`config.mk`:
```
export PLATFORM = sky130hd
export DESIGN_NAME = job_queue_remove_by_id
export DESIGN_NICKNAME = d
export VERILOG_FILES = /design/src/jqr_pkg.sv /design/src/job_queue_remove_by_id.sv /design/src/jqr_ram.sv
export SDC_FILE = /design/constraint.sdc
export NUM_CORES = 1
export LEC_CHECK = 0
export CORE_MARGIN = 2
export CORE_UTILIZATION = 51
export CTS_BUF_LIST = sky130_fd_sc_hd__clkbuf_2 sky130_fd_sc_hd__clkbuf_4 sky130_fd_sc_hd__clkbuf_8
export DETAILED_ROUTE_END_ITERATION = 12
export DONT_BUFFER_PORTS = 1
export HOLD_SLACK_MARGIN = 0.08
export PLACE_DENSITY = 0.66
export SLEW_MARGIN = 10
export SYNTH_ARGS = -nofsm -noshare
export SYNTH_HDL_FRONTEND = slang
export SYNTH_SLANG_ARGS = --single-unit
```
`constraint.sdc`:
```
create_clock -name clk_i -period 4.3 [get_ports clk_i]
set_input_delay 0.86 -clock clk_i [delete_from_list [all_inputs] [get_ports clk_i]]
set_output_delay 0.86 -clock clk_i [all_outputs]
set_load 0.02 [all_outputs]
```
`src/jqr_pkg.sv`:
```
// shared constants for the job queue with keyed removal
// used by job_queue_remove_by_id, its checker and the testbench
package jqr_pkg;

  localparam int unsigned QUEUE_DEPTH = 16;
  localparam int unsigned ID_BITS     = 16;

  localparam int unsigned FUNC_W   = 2;
  localparam int unsigned ID_IN_W  = 16;
  localparam int unsigned TAG_W    = 16;
  localparam int unsigned STATUS_W = 2;
  localparam int unsigned HEAD_W   = 17;
  localparam int unsigned JCOUNT_W = 5;

  localparam int unsigned ID_W    = (ID_BITS < ID_IN_W) ? ID_BITS : ID_IN_W;
  localparam int unsigned ENTRY_W = ID_W + TAG_W;
  localparam int unsigned ADDR_W  = $clog2(QUEUE_DEPTH);
  localparam int unsigned CNT_W   = $clog2(QUEUE_DEPTH + 1);

  localparam logic [FUNC_W-1:0] FN_APPEND = 2'd0;
  localparam logic [FUNC_W-1:0] FN_REMOVE = 2'd1;
  localparam logic [FUNC_W-1:0] FN_STATUS = 2'd2;

  localparam logic [STATUS_W-1:0] ST_DONE      = 2'd0;
  localparam logic [STATUS_W-1:0] ST_FULL      = 2'd1;
  localparam logic [STATUS_W-1:0] ST_NOT_FOUND = 2'd2;

endpackage

```
`src/job_queue_remove_by_id.sv`:
```
// an append writes the ram in S_APP, then passes S_HEAD and S_FIN; a status read or a
// refused append passes S_HEAD and S_FIN only; a remove compares the entries in turn (S_SRD,
// S_SCMP), moves those behind the match forward (S_MRD, S_MWR), via the single ram read port
// throughput: one transaction at a time, in_stall_o is high until the result is registered
// reset: asynchronous, active low; the queue is empty, ram contents are left as they are
// depends on jqr_pkg and jqr_ram
module job_queue_remove_by_id (
  input  logic                          clk_i,
  input  logic                          rst_ni,
  input  logic                          in_valid_i,
  output logic                          in_stall_o,
  input  logic [jqr_pkg::FUNC_W-1:0]    func_i,
  input  logic [jqr_pkg::ID_IN_W-1:0]   job_id_i,
  input  logic [jqr_pkg::TAG_W-1:0]     job_tag_i,
  output logic                          out_valid_o,
  input  logic                          out_stall_i,
  output logic [jqr_pkg::STATUS_W-1:0]  status_o,
  output logic signed [jqr_pkg::HEAD_W-1:0] head_id_o,
  output logic [jqr_pkg::TAG_W-1:0]     head_tag_o,
  output logic                          is_empty_o,
  output logic [jqr_pkg::JCOUNT_W-1:0]  job_count_o
);

  localparam logic [2:0] S_IDLE = 3'd0;
  localparam logic [2:0] S_APP  = 3'd1;
  localparam logic [2:0] S_SRD  = 3'd2;
  localparam logic [2:0] S_SCMP = 3'd3;
  localparam logic [2:0] S_MRD  = 3'd4;
  localparam logic [2:0] S_MWR  = 3'd5;
  localparam logic [2:0] S_HEAD = 3'd6;
  localparam logic [2:0] S_FIN  = 3'd7;

  localparam int unsigned CW = jqr_pkg::CNT_W;
  localparam int unsigned AW = jqr_pkg::ADDR_W;

  logic [2:0]    state_q, state_d;
  logic [CW-1:0] count_q, count_d;
  logic [CW-1:0] scan_q, scan_d;
  logic [jqr_pkg::STATUS_W-1:0] op_status_q, op_status_d;
  logic [jqr_pkg::ID_W-1:0]     id_q, id_d;
  logic [jqr_pkg::TAG_W-1:0]    tag_q, tag_d;

  logic                               out_valid_q, out_valid_d;
  logic [jqr_pkg::STATUS_W-1:0]       status_q, status_d;
  logic [jqr_pkg::HEAD_W-1:0]         head_id_q, head_id_d;
  logic [jqr_pkg::TAG_W-1:0]          head_tag_q, head_tag_d;
  logic                               empty_q, empty_d;
  logic [jqr_pkg::JCOUNT_W-1:0]       jcount_q, jcount_d;

  logic                          ram_we;
  logic [AW-1:0]                 ram_waddr;
  logic [jqr_pkg::ENTRY_W-1:0]   ram_wdata;
  logic [AW-1:0]                 ram_raddr;
  logic [jqr_pkg::ENTRY_W-1:0]   ram_rdata;
  logic [jqr_pkg::ID_W-1:0]      rd_id;
  logic [jqr_pkg::TAG_W-1:0]     rd_tag;
  logic [CW-1:0]                 scan_inc;
  logic [CW-1:0]                 scan_inc2;
  logic                          in_acc;

  jqr_ram #(
    .WIDTH(jqr_pkg::ENTRY_W),
    .DEPTH(jqr_pkg::QUEUE_DEPTH)
  ) u_ram (
    .clk_i  (clk_i),
    .we_i   (ram_we),
    .waddr_i(ram_waddr),
    .wdata_i(ram_wdata),
    .raddr_i(ram_raddr),
    .rdata_o(ram_rdata)
  );

  assign rd_id     = ram_rdata[jqr_pkg::ENTRY_W-1 -: jqr_pkg::ID_W];
  assign rd_tag    = ram_rdata[jqr_pkg::TAG_W-1:0];
  assign scan_inc  = scan_q + CW'(1);
  assign scan_inc2 = scan_q + CW'(2);
  assign in_stall_o = (state_q != S_IDLE);
  assign in_acc     = in_valid_i && (state_q == S_IDLE);

  always_comb begin
    state_d     = state_q;
    count_d     = count_q;
    scan_d      = scan_q;
    op_status_d = op_status_q;
    id_d        = id_q;
    tag_d       = tag_q;
    out_valid_d = out_valid_q && out_stall_i;
    status_d    = status_q;
    head_id_d   = head_id_q;
    head_tag_d  = head_tag_q;
    empty_d     = empty_q;
    jcount_d    = jcount_q;
    ram_we      = 1'b0;
    ram_waddr   = count_q[AW-1:0];
    ram_wdata   = {id_q, tag_q};
    ram_raddr   = '0;

    unique case (state_q)
      S_IDLE: begin
        if (in_acc) begin
          id_d        = job_id_i[jqr_pkg::ID_W-1:0];
          tag_d       = job_tag_i;
          scan_d      = '0;
          op_status_d = jqr_pkg::ST_DONE;
          state_d     = S_HEAD;
          if (func_i == jqr_pkg::FN_APPEND) begin
            if (count_q == CW'(jqr_pkg::QUEUE_DEPTH)) begin
              op_status_d = jqr_pkg::ST_FULL;
            end else begin
              state_d = S_APP;
            end
          end else if (func_i == jqr_pkg::FN_REMOVE) begin
            if (count_q == '0) begin
              op_status_d = jqr_pkg::ST_NOT_FOUND;
            end else begin
              state_d = S_SRD;
            end
          end
        end
      end
      S_APP: begin
        ram_we    = 1'b1;
        ram_waddr = count_q[AW-1:0];
        count_d   = count_q + CW'(1);
        state_d   = S_HEAD;
      end
      S_SRD: begin
        ram_raddr = scan_q[AW-1:0];
        state_d   = S_SCMP;
      end
      S_SCMP: begin
        if (rd_id == id_q) begin
          if (scan_inc < count_q) begin
            state_d = S_MRD;
          end else begin
            count_d = count_q - CW'(1);
            state_d = S_HEAD;
          end
        end else begin
          scan_d = scan_inc;
          if (scan_inc == count_q) begin
            op_status_d = jqr_pkg::ST_NOT_FOUND;
            state_d     = S_HEAD;
          end else begin
            state_d = S_SRD;
          end
        end
      end
      S_MRD: begin
        ram_raddr = scan_inc[AW-1:0];
        state_d   = S_MWR;
      end
      S_MWR: begin
        ram_we    = 1'b1;
        ram_waddr = scan_q[AW-1:0];
        ram_wdata = ram_rdata;
        scan_d    = scan_inc;
        if (scan_inc2 < count_q) begin
          state_d = S_MRD;
        end else begin
          count_d = count_q - CW'(1);
          state_d = S_HEAD;
        end
      end
      S_HEAD: begin
        state_d = S_FIN;
      end
      S_FIN: begin
        if (!out_valid_q || !out_stall_i) begin
          out_valid_d = 1'b1;
          status_d    = op_status_q;
          jcount_d    = jqr_pkg::JCOUNT_W'(count_q);
          if (count_q == '0) begin
            head_id_d  = '1;
            head_tag_d = '0;
            empty_d    = 1'b1;
          end else begin
            head_id_d  = jqr_pkg::HEAD_W'(rd_id);
            head_tag_d = rd_tag;
            empty_d    = 1'b0;
          end
          state_d = S_IDLE;
        end
      end
      default: begin
        state_d = S_IDLE;
      end
    endcase
  end

  always_ff @(posedge clk_i or negedge rst_ni) begin
    if (!rst_ni) begin
      state_q     <= S_IDLE;
      count_q     <= '0;
      scan_q      <= '0;
      out_valid_q <= 1'b0;
    end else begin
      state_q     <= state_d;
      count_q     <= count_d;
      scan_q      <= scan_d;
      out_valid_q <= out_valid_d;
    end
  end

  always_ff @(posedge clk_i) begin
    op_status_q <= op_status_d;
    id_q        <= id_d;
    tag_q       <= tag_d;
    status_q    <= status_d;
    head_id_q   <= head_id_d;
    head_tag_q  <= head_tag_d;
    empty_q     <= empty_d;
    jcount_q    <= jcount_d;
  end

  assign out_valid_o = out_valid_q;
  assign status_o    = status_q;
  assign head_id_o   = head_id_q;
  assign head_tag_o  = head_tag_q;
  assign is_empty_o  = empty_q;
  assign job_count_o = jcount_q;

endmodule

```
`src/jqr_ram.sv`:
```
// generic single write port, single read port ram with registered read data
// no dependencies
module jqr_ram #(
  parameter int unsigned WIDTH = 32,
  parameter int unsigned DEPTH = 16
) (
  input  logic                     clk_i,
  input  logic                     we_i,
  input  logic [$clog2(DEPTH)-1:0] waddr_i,
  input  logic [WIDTH-1:0]         wdata_i,
  input  logic [$clog2(DEPTH)-1:0] raddr_i,
  output logic [WIDTH-1:0]         rdata_o
);

  logic [WIDTH-1:0] mem_q [DEPTH];
  logic [WIDTH-1:0] rdata_q;

  always_ff @(posedge clk_i) begin
    if (we_i) begin
      mem_q[waddr_i] <= wdata_i;
    end
    rdata_q <= mem_q[raddr_i];
  end

  assign rdata_o = rdata_q;

endmodule

```
======== After elaboration in Yosys (flattened, before gate mapping) ========
Memories as Yosys holds them, arrays and structs flattened. A register that Yosys moved wholly into a read port is not among the register bits.
Cells that the tools add are included.
cells by class
  $add $sub $neg .......................... 4
  $lt $le $gt $ge ......................... 2
  equal/unequal tests ..................... 18
  muxes and demuxes ....................... 36
  reduce and logical (&&, ||, !) cells .... 19
operator list
  kind                 number
  $mux 32              1
  $pmux 5 s3           2
  $mux 5               5
  $mux 3               8
  $pmux 3 s8           1
  $mux 17              1
  $eq 16x16->1         1
  $mux 2               8
  $ne 2x2->1 const B   7
  $eq 3x3->1 const B   4
  $add 5x1->5 const B  2
  $lt 5x5->1           2
  $reduce_bool 3->1    3
  $pmux 4 s2           1
  $reduce_and 4->1     2
  $mux 1               7
  $eq 3x2->1 const B   2
  $reduce_and 2->1     3
  $add 5x2->5 const B  1
  $eq 5x5->1           1
  $eq 5x5->1 const B   1
  $logic_not 5->1      1
  $sub 5x1->5 const B  1
  $mux 4               1
  other kinds (11)     13
storage, ports and cells
  bits in registers ....................... 89
  memory bits (writable) .................. 512
  bits of input ports ..................... 38
  output and inout port bits .............. 43
  word-level logic and storage cells ...... 93
  memories ................................ 1
memories
  memory       words  width  rd ports  clocked after Yosys merged registers in  write ports  line           RTL
  u_ram.mem_q  16     32     1         1                                        1            jqr_ram.sv:15  logic [WIDTH-1:0] mem_q [DEPTH];

======== Logic depth before layout (Yosys ltp) ========
Gate-level depths: netlist of the first run.
  depth in word-level cells ............... 6
  gate-level depth with buffers ........... 11
  gate-level depth less buffers ........... 10

======== Modules after synthesis ========
A second synthesis of the first run with hierarchy kept.
unflattened totals
  cells, all modules ...................... 1200
  area, all modules ....................... 24192.0 µm²
by module, submodules not included
  module                  instances  cells an instance  area each (µm²)  sequential area each (µm²)
  jqr_ram                 1          838                19835.3          16015.4
  job_queue_remove_by_id  1          362                4356.7           2572.5

======== Least setup slack after synthesis of the first run ========
No wires, ideal clock.
  path type ............................... flip-flop to flip-flop
  from .................................... register state_q[2]
  to ...................................... register head_id_q, in the netlist head_id_o[0] (enable)
  setup time .............................. 451 ps
  arrival ................................. 3071 ps
  required time ........................... 3849 ps
  slack ................................... 778 ps
  cell stages (with the launch flop) ...... 5
  buffers on the path ..................... 2
  period minus slack after synthesis ...... 3522 ps
  cell sequence ........................... dfrtp_1 clkbuf_1 clkbuf_1 nand3_1 a21oi_1
between the ends
  word-level cells in the longest chain between the ends .. 2
ends and longest elaborated chain
  element                     line                           RTL
  start: declaration          job_queue_remove_by_id.sv:36   logic [2:0] state_q, state_d;
  start signal: assignment    job_queue_remove_by_id.sv:198  state_q <= state_d;
  $eq 3x3->1                  job_queue_remove_by_id.sv:98   unique case (state_q)
  $reduce_and 2->1 (no line)  n/a
  end signal: assignment      job_queue_remove_by_id.sv:210  head_id_q <= head_id_d;
  end: declaration            job_queue_remove_by_id.sv:45   logic [jqr_pkg::HEAD_W-1:0] head_id_q, head_id_d;
Every way passes these cells.
A chain may end at the register's enable or synchronous reset.

======== Worst setup path in the final report of the first run ========
  from .................................... register state_q[0]
  to ...................................... memory u_ram.mem_q[4][9] (enable)
between the ends
  word-level cells in the longest chain between the ends .. 5
  elaborated cells between the ends (all ways) .. 7
  classes of those cells .................. eq/ne (2); mux (4); reduce/logical (1)
ends and longest elaborated chain
  element                                          line                          RTL
  $eq 3x3->1 / $eq 3x1->1 (equally long branches)  job_queue_remove_by_id.sv:98
  $reduce_or 2->1 (no line)                        n/a
  $mux 1                                           job_queue_remove_by_id.sv:98
  $mux 1                                           jqr_ram.sv:19                 if (we_i) begin
  $mux 1 (implied by the code)                     jqr_ram.sv:20                 mem_q[waddr_i] <= wdata_i;
  end: declaration                                 jqr_ram.sv:15
Several ways; a longest one is shown, not always the timed one.

==> metrics.yaml, run 1 <==
status:
  status: "finished, final reports clean"
floorplanning:
  fp.dieArea_um2: 49280
  ios: 81
  start_util_pct: 51.83
  die_w_um: 222.0
  num_rows: 79
  die_h_um: 222.0
  coreArea_um2: 46750
cts:
  clk_latency_ns: 0.68
  clockRootBuffer: "clkbuf_8"
  max-clock-path-buffers: 3
  clk_pin_slew_ns: 0.06
  cts.sinks: 632
  cts_tree: "done"
  postCtsSetupBuffers: 0
  cts_made_buffers: 99
  htreeDepth: 3
synthesis:
  synthesis.instances: 1169
  syn_nets: 1223
  synth_xor_area_share_pct: 0.9397
  syn_avg_cell_area_um2: 20.73
  synth.cell_area_um2: 24230
  yosysSeqAreaShare_pct: 76.70
  synth-seq-cells: 632
  synthMuxAreaShare_pct: 13.64
  synth_compound_area_share_pct: 3.165
  ys_warn_count: 0
  synth_adder_area_share_pct: 0.8571
  ys.flop_type: "edfxtp_1"
  synth.distinct_cells: 51
  synthSimpleGateAreaFrac_pct: 3.211
  synth_top_family_by_area: "multiplexers"
  synthArstFlopShare_pct: 2.215
  synth_edf_count: 586
route:
  drt_iter0_markers: 1147
  drtPass1Iterations: 8
  wl_met1_um: 22360
  post-route-drc-count: 0
  vias: 11489
  wl_per_cell_um: 26.74
  highest_layer: "met4"
  drt.antenna.violating_nets: 0
  wl_met3_um: 3227
  routed_wl_um: 51800
  vias_per_cell: 5.931
  met2RoutedLength_um: 25120
layout:
  drive_gt1_share_pct: 30.45
  area_delta_synth_final_pct: 12.28
  layout_commonest_cell: "edfxtp_1"
  nets: 1304
  filler_cell_count: 3337
  layout_common_cells: "edfxtp_1, mux4_2, clkbuf_8, a22oi_1, nand2_1"
  antenna_cells: 0
global_route:
  grt_pass1_vias: 12181
  grt_first_pass_wirelength_um: 78350
  grt_overflow: 0
  antenna_found_initial: 0
  track_usage_pct: 21.74
  grt_max_degree: 50
power:
  p_leak_nw: 8.715
  p_per_area_nw_per_um2: 632.0
  finalPower_w: 0.01720
  peakVddDrop_mv: 0.3081
sta:
  tightest_slew_ns: 1.136
  setup_viol: 0
  rsz0062_at_grt: "false"
  slew_violations: 0
  maxSlewHeadroom_pct: 24.13
  fin_crit_sh_pct: 80.30
  setup_tns_ns: 0
  timing_hold_violations_final: 0
  fmax_mhz: 289.6
  clock_skew_ns: 0.03275
  min_period_ns: 3.453
place:
  post-dp-hpwl_um: 29830
  gp_congestion: 0.8116
  port_buffers: 0
worst_setup_path:
  critPathCaptureType: "flop"
  crit_type: "flop to flop"
  cp-start-kind: "flop"
  worstPathArrival_ns: 3.80
  worstPathRequired_ns: 4.65
  crit_path_max_fanout: 26
job:
  max_cap_violations: 0
hold_path:
  min_path_type: "input pin to flop"
[metal layers]
layer	vias up	track usage, %
li1	4983	-
met1	5994	30.76
met2	440	34.49
met3	72	3.896
met4	0	7.585
met5	-	0.1955
[per-stage QoR]
step | hold WS, ns | area, um^2 | util (%) | cells | setup slack (ns)
6_report | 0.2790 | 27210 | 58.20 | 1937 | 0.8470
5_1_grt | 0.2401 | 27210 | 58.20 | 1937 | 0.6786
4_1_cts | 0.2192 | 27210 | 58.20 | 1937 | 0.8656
3_5_place_dp | 0.4216 | 25280 | 54.08 | 1755 | 0.9262
3_3_place_gp | 0.4100 | 25280 | 54.08 | 1755 | 0.9830
2_1_floorplan | 0.4003 | 24230 | - | 1169 | 0.7779
[critical path, stage by stage, from the launching register on]
cell and delay (ns):
dfrtp_1 0.33, buf_4 0.24, nor2b_1 0.40, nand2_2 0.56, nor3b_1 0.39, a31oi_1 0.21
nor2_4 0.71, buf_12 0.27
[final timing paths]
kind                           startpoint           endpoint  slack, ns  cells after the start
setup / recovery               state_q[0]  u_ram.mem_q[4][9]       0.85                      7
hold / removal                job_id_i[5]            id_q[5]       0.28                      0
setup reg to reg               state_q[0]  u_ram.mem_q[4][9]       0.85                      7
hold reg to reg            op_status_q[0]        status_o[0]       0.43                      0
max in group asynchronous          rst_ni          scan_q[0]       3.16                      1
min in group asynchronous          rst_ni         state_q[2]       0.68                      1
[what timing repair did]
action                                 in CTS  in global routing
endpoints found under the hold margin      14                  0
resized for setup                           0                  0
hold buffers                                1                  0
[cell usage after synthesis, types with 4 or more instances]
master / n / area share, %
clkbuf_1: 23 / 0.36
a21oi_1: 13 / 0.27
a31oi_1: 4 / 0.10
a22oi_1: 66 / 2.0
a21o_1: 4 / 0.12
edfxtp_1: 586 / 73
and3_1: 5 / 0.13
nand3_1: 7 / 0.14
buf_6: 8 / 0.37
dfrtp_1: 14 / 1.4
mux2i_1: 5 / 0.21
nor2b_1: 18 / 0.46
buf_4: 7 / 0.22
inv_1: 12 / 0.19
or2_2: 20 / 0.52
xnor2_1: 22 / 0.80
nand4_1: 4 / 0.10
buf_2: 15 / 0.31
mux2_2: 33 / 1.5
xor2_1: 4 / 0.14
nand2_1: 53 / 0.82
mux4_2: 128 / 12
dfxtp_1: 32 / 2.6
o21ai_0: 6 / 0.12
nor2_1: 29 / 0.45
ha_1: 15 / 0.77
[cell families (layout without fill, tap and decap cells)]
logic type | count (synthesis) | in the layout
xor gates and xnor gates | 26 | 26
buffers and inverters | 68 | 229
DFF | 632 | 632
adders and majority gates | 16 | 16
AOI/OAI and AO/OA | 107 | 107
and+or+nand+nor | 154 | 154
muxes | 166 | 166
[power by group]
part	switching, W	internal, W	total [W]
clock network	0.00225	0.00262	0.00487
registers	0.000500	0.00758	0.00808
logic	0.00243	0.00181	0.00424
[registers in the layout (all words and copies together) (netlist names)]
| register | cells |
|---|---|
| count_q | 5 |
| u_ram.rdata_o | 32 |
| state_q | 3 |
| op_status_q | 2 |
| head_tag_o | 16 |
| scan_q | 5 |
| head_id_o | 17 |
| out_valid_o | 1 |
| u_ram.mem_q | 512 |
| status_o | 2 |
| id_q | 16 |
| tag_q | 16 |
| job_count_o | 5 |
[cell type report]
cell class                      instances  area (um^2)  area share, %
Timing Repair Buffer                   36        435.4          1.600
Tap cell                              607        759.5          2.791
Inverter                               12        45.04         0.1655
Clock buffer                          136         1659          6.098
Multi-Input combinational cell        469         5465          20.09
Sequential cell                       632        18590          68.32
Clock inverter                         45        256.5         0.9427
Note: power is estimated with default switching activity, not from simulation.
==> inputs of run 2 (changes only) <==
- PLACE_DENSITY: 0.66 -> 0.69
- clock period: 4.3 -> 3.1 ns (I/O delays scaled with it)
==> metrics.yaml, run 2 (same netlist as run 1, synthesis figures left out) <==
floorplanning:
  die_h_um: 222.0  # unchanged
  num_rows: 79  # unchanged
  coreArea_um2: 46750  # unchanged
  fp.dieArea_um2: 49280  # unchanged
  die_w_um: 222.0  # unchanged
  start_util_pct: 51.83  # unchanged
  ios: 81  # unchanged
route:
  post-route-drc-count: 0  # unchanged
  vias: 11841  # +3.1%
  drtPass1Iterations: 5  # -3
  wl_per_cell_um: 26.31  # -1.6%
  routed_wl_um: 52530  # +1.4%
  vias_per_cell: 5.929  # about the same
  drt_iter0_markers: 1183  # +3.1%
  drt.antenna.violating_nets: 0  # unchanged
power:
  peakVddDrop_mv: 0.4223  # +37%
  p_leak_nw: 9.107  # +4.5%
  p_per_area_nw_per_um2: 865.6  # +37%
sta:
  clock_skew_ns: 0.02181  # -0.01094 ns
  min_period_ns: 2.771  # -0.6825 ns
  worst_slack_ns: 0.3295  # -0.5175 ns
  timing_hold_violations_final: 0  # unchanged
  tightest_slew_ns: 1.077  # -0.05860 ns
  setup_viol: 0  # unchanged
  maxSlewHeadroom_pct: 27.87  # +3.7 points
  rsz0062_at_grt: "false"
  slew_violations: 0  # unchanged
  fmax_mhz: 360.9  # +25%
  fin_crit_sh_pct: 89.37  # +9.1 points
cts:
  htreeDepth: 3  # unchanged
  post_cts_resized: 0  # unchanged
  clk_pin_slew_ns: 0.06  # about the same
  cts.sinks: 632  # unchanged
  max-clock-path-buffers: 3  # unchanged
  clockRootBuffer: "clkbuf_8"
  cts_made_buffers: 99  # unchanged
  cts_tree: "done"
  postCtsSetupBuffers: 0  # unchanged
  clk_latency_ns: 0.68  # about the same
  cts-hold-fix-buffers: 37  # +36
layout:
  largest_reg_flops: 512  # unchanged
  area_delta_synth_final_pct: 15.85
  nets: 1361  # +4.4%
  largest-register: "u_ram.mem_q"
  design_area_um2: 28070  # +3.2%
  layout_commonest_cell: "edfxtp_1"
  drive_gt1_share_pct: 31.65  # +1.2 points
  antenna_cells: 0  # unchanged
  layout_common_cells: "edfxtp_1, mux4_2, clkbuf_8, a22oi_1, nand2_1"
  filler_cell_count: 3263  # -2.2%
global_route:
  antenna_found_initial: 1  # +1
  track_usage_pct: 21.82  # +0.080 points
  grt_pass1_vias: 12337  # +1.3%
  grt_first_pass_wirelength_um: 78250  # -0.13%
  grt_max_degree: 41  # -18%
  grt_overflow: 0  # unchanged
hold_path:
  min_path_type: "input pin to flop"
worst_setup_path:
  worstPathRequired_ns: 3.66  # -0.99 ns
  cp-start-kind: "flop"
  crit_family: "simple AND/OR/NAND/NOR gates"
  critPathCaptureType: "flop"
  crit_path_max_fanout: 8  # -69%
  worstPathArrival_ns: 3.33  # -0.47 ns
  cp_slowest_stage_delay_ns: 0.47  # -0.24 ns
  timing.critical_path.buf_inv: 0  # -2
  crit_type: "flop to flop"
  slowest_stage: "dfrtp_1"
  cp_cell_sequence: "ha_1 -> and3b_1 -> or2_2 -> ha_1 -> nand3_1 -> o21ai_0 -> a21oi_1 -> and3b_1 -> mux2_2"
place:
  placed_cell_area_um2: 25670  # +1.5%
  post-dp-hpwl_um: 29720  # -0.36%
  gp_congestion: 0.8241  # +1.5%
  port_buffers: 0  # unchanged
  dp_slack_ns: 0.3499  # -0.5763 ns
status:
  status: "finished, final reports clean"
job:
  max_cap_violations: 0  # unchanged
-- run 2: cell types whose count changed in the layout (fill, tap and decap cells not counted), sizes merged --
cell / change
clkinvlp: -2
inv: +4
bufinv: -2
dlygate4sd3: +36
clkbuf: +15
clkinv: -12
buf: +21
-- run 2: worst paths after layout --
| path | from | to | slack (ns) | depth (start not counted) |
|---|---|---|---|---|
| setup / recovery | scan_q[1] | count_q[1] | 0.33 | 9 |
| hold / removal | in_valid_i | state_q[0] | 0.16 | 2 |
| setup reg to reg | scan_q[1] | count_q[1] | 0.33 | 9 |
| hold reg to reg | op_status_q[1] | status_o[1] | 0.43 | 0 |
| max in group asynchronous | rst_ni | count_q[4] | 2.19 | 1 |
| min in group asynchronous | rst_ni | state_q[2] | 0.44 | 1 |
-- run 2: layout make-up --
cell class	instances	area, um^2	share of cell area (%)
inverter	12	45.04	0.1604
timing repair buffer	93	1179	4.198
clock inverter	33	172.7	0.6150
tap	607	759.5	2.705
clock buffer	151	1866	6.645
multi-input combinational	469	5465	19.47
sequential	632	18590	66.21
-- run 2: metal layers --
metal  global-route usage [%]  share of wire (%)  vias up
li1                         -                  -     5083
met1                    30.25                 42     6242
met2                    35.39                 50      446
met3                    4.267                6.0       68
met4                    6.844                1.7        2
met5                        0              0.013        -
-- run 2: report_power, final --
part,leakage (nW),internal [W],total [W],switching (W)
Clock,1.10,0.00386,0.00702,0.00317
Sequential,5.72,0.0105,0.0112,0.000684
Combinational,2.29,0.00269,0.00608,0.00339
Total,9.11,0.0171,0.0243,0.00724
-- run 2: worst reg2reg max path, stage by stage, from the launching register on --
cell	delay, ns
dfrtp_1	0.47
ha_1	0.27
and3b_1	0.17
or2_2	0.28
ha_1	0.30
nand3_1	0.08
o21ai_0	0.26
a21oi_1	0.12
and3b_1	0.35
mux2_2	0.36
-- run 2: through the flow --
| stage | TNS, ns | total power [W] | hold slack [ns] | std cells | util (%) |
|---|---|---|---|---|---|
| after global routing | 0 | 0.02545 | 0.1442 | 1997 | 60.05 |
| final | 0 | 0.02430 | 0.1580 | 1997 | 60.05 |
| after CTS | 0 | 0.02454 | 0.1106 | 1997 | 60.05 |
| after floorplan | -40.37 | 0.01543 | 0.3244 | 1169 | - |
| after global placement | 0 | 0.01736 | 0.3248 | 1776 | 54.90 |
| after detailed placement | 0 | 0.01747 | 0.3248 | 1776 | 54.90 |
==> inputs of run 3 (changes only) <==
- CORE_UTILIZATION: 51 -> 35
- PLACE_DENSITY: 0.69 -> not set
==> metrics.yaml, run 3 (same netlist as run 1, synthesis figures left out) <==
sta:
  fin_crit_sh_pct: 88.95  # -0.42 points
  clock_skew_ns: 0.04044  # +0.01863 ns
  slew_violations: 0  # unchanged
  fmax_mhz: 362.7  # +0.48%
  tightest_slew_ns: 0.9653  # -0.1117 ns
  maxSlewHeadroom_pct: 35.35  # +7.5 points
  timing_hold_violations_final: 0  # unchanged
  setup_viol: 0  # unchanged
  worst_slack_ns: 0.3426  # +0.01316 ns
  rsz0062_at_grt: "false"
  min_period_ns: 2.757  # -0.01316 ns
route:
  wl_per_cell_um: 23.80  # -9.5%
  drtPass1Iterations: 5  # unchanged
  vias: 11827  # -0.12%
  drt.antenna.violating_nets: 0  # unchanged
  routed_wl_um: 55410  # +5.5%
  post-route-drc-count: 0  # unchanged
  vias_per_cell: 5.080  # -14%
  drt_iter0_markers: 1019  # -14%
place:
  numPlacedInstances: 2105  # +19%
  placed_cell_area_um2: 25950  # +1.1%
  dp_slack_ns: 0.3484  # -0.001549 ns
  post-dp-hpwl_um: 31260  # +5.2%
  gp_congestion: 0.7869  # -4.5%
  port_buffers: 0  # unchanged
layout:
  layout.area.seq_um2: 18590  # unchanged
  filler_cell_count: 6034  # +85%
  final_cell_count_no_fill: 2328  # +17%
  drive_gt1_share_pct: 32.14  # +0.49 points
  layout_commonest_cell: "edfxtp_1"
  design_area_um2: 28410  # +1.2%
  largest_reg_flops: 512  # unchanged
  multi_input_area_um2: 5465  # unchanged
  area_delta_synth_final_pct: 17.23
  final_util_pct: 41.42  # -19 points
  layout_common_cells: "edfxtp_1, mux4_2, clkbuf_8, a22oi_1, nand2_1"
  largest-register: "u_ram.mem_q"
  antenna_cells: 0  # unchanged
  nets: 1370  # +0.66%
power:
  finalPower_w: 0.02458  # +1.1%
  p_leak_nw: 9.123  # +0.17%
  peakVddDrop_mv: 0.4248  # +0.60%
  p_per_area_nw_per_um2: 865.1  # about the same
cts:
  htreeDepth: 3  # unchanged
  cts_made_buffers: 103  # +4.0%
  clk_pin_slew_ns: 0.06  # about the same
  postCtsSetupBuffers: 0  # unchanged
  max-clock-path-buffers: 3  # unchanged
  cts_tree: "done"
  cts.sinks: 632  # unchanged
  clk_latency_ns: 0.72  # +0.04 ns
  post_cts_resized: 0  # unchanged
  clockRootBuffer: "clkbuf_8"
global_route:
  use_met3_pct: 3.264  # -1.0 points
  antenna_found_initial: 0  # -1
  use_met2_pct: 25.81  # -9.6 points
  grt_first_pass_wirelength_um: 82370  # +5.3%
  grt_max_degree: 41  # unchanged
  grt_pass1_vias: 12304  # -0.27%
  track_usage_pct: 15.91  # -5.9 points
  use_met1_pct: 21.79  # -8.5 points
  grt_overflow: 0  # unchanged
  grt_busiest_layer: "met2"
worst_setup_path:
  crit_path_max_fanout: 8  # unchanged
  worstPathArrival_ns: 3.36  # +0.03 ns
  cp-start-kind: "flop"
  crit_type: "flop to flop"
  worstPathRequired_ns: 3.70  # +0.04 ns
  critPathCaptureType: "flop"
floorplanning:
  ios: 81  # unchanged
  die_h_um: 267.1  # +20%
  coreArea_um2: 68590  # +47%
  start_util_pct: 35.33  # -16 points
  fp.dieArea_um2: 71360  # +45%
  num_rows: 96  # +22%
  die_w_um: 267.1  # +20%
hold_path:
  min_path_type: "input pin to flop"
job:
  max_cap_violations: 0  # unchanged
status:
  status: "finished, final reports clean"
[run 3: repair_timing]
item                                   in CTS  in global routing
setup endpoints to repair                   0                  0
hold buffers                               37                  0
endpoints found under the hold margin      50                  0
[run 3: worst max-delay path, stage by stage (launching register included)]
cell     delay [ns]
dfrtp_1        0.46
ha_1           0.27
and3b_1        0.18
or2_2          0.28
ha_1           0.30
a21o_1         0.17
a21oi_1        0.13
o21ai_0        0.12
a21oi_1        0.18
and3b_1        0.26
mux2_2         0.29
[run 3: final cells by class]
| type | instances | area share [%] |
|---|---|---|
| Clock buffer | 143 | 6.113 |
| Clock inverter | 43 | 1.255 |
| Inverter | 12 | 0.1585 |
| Multi-Input combinational cell | 469 | 19.24 |
| Sequential cell | 632 | 65.43 |
| Tap cell | 931 | 4.100 |
| Timing Repair Buffer | 98 | 3.708 |
[run 3: power breakdown]
group          switching (W)  leakage (nW)  internal [W]
clock                0.00331          1.12       0.00399
combinational        0.00340          2.29       0.00270
sequential          0.000659          5.72        0.0105
[run 3: per-layer routing]
layer,up-vias,share of wire (%)
met5,-,0
met4,0,1.8
met3,95,5.6
met2,378,49
met1,6253,44
li1,5101,-
[run 3: metrics by stage]
stage,hold slack [ns],TNS [ns]
finish,0.1773,0
global route,0.1579,0
CTS,0.1226,0
detailed placement,0.3249,0
global placement,0.3249,0
floorplan,0.3244,-40.37
[run 3: worst paths after layout]
path | startpoint | end | slack [ns] | cells after the start
setup reg to reg | scan_q[1] | count_q[1] | 0.34 | 10
setup / recovery | scan_q[1] | count_q[1] | 0.34 | 10
max in group asynchronous | rst_ni | scan_q[0] | 2.24 | 1
hold reg to reg | op_status_q[0] | status_o[0] | 0.43 | 0
hold / removal | in_valid_i | state_q[0] | 0.18 | 2
min in group asynchronous | rst_ni | out_valid_o | 0.39 | 1
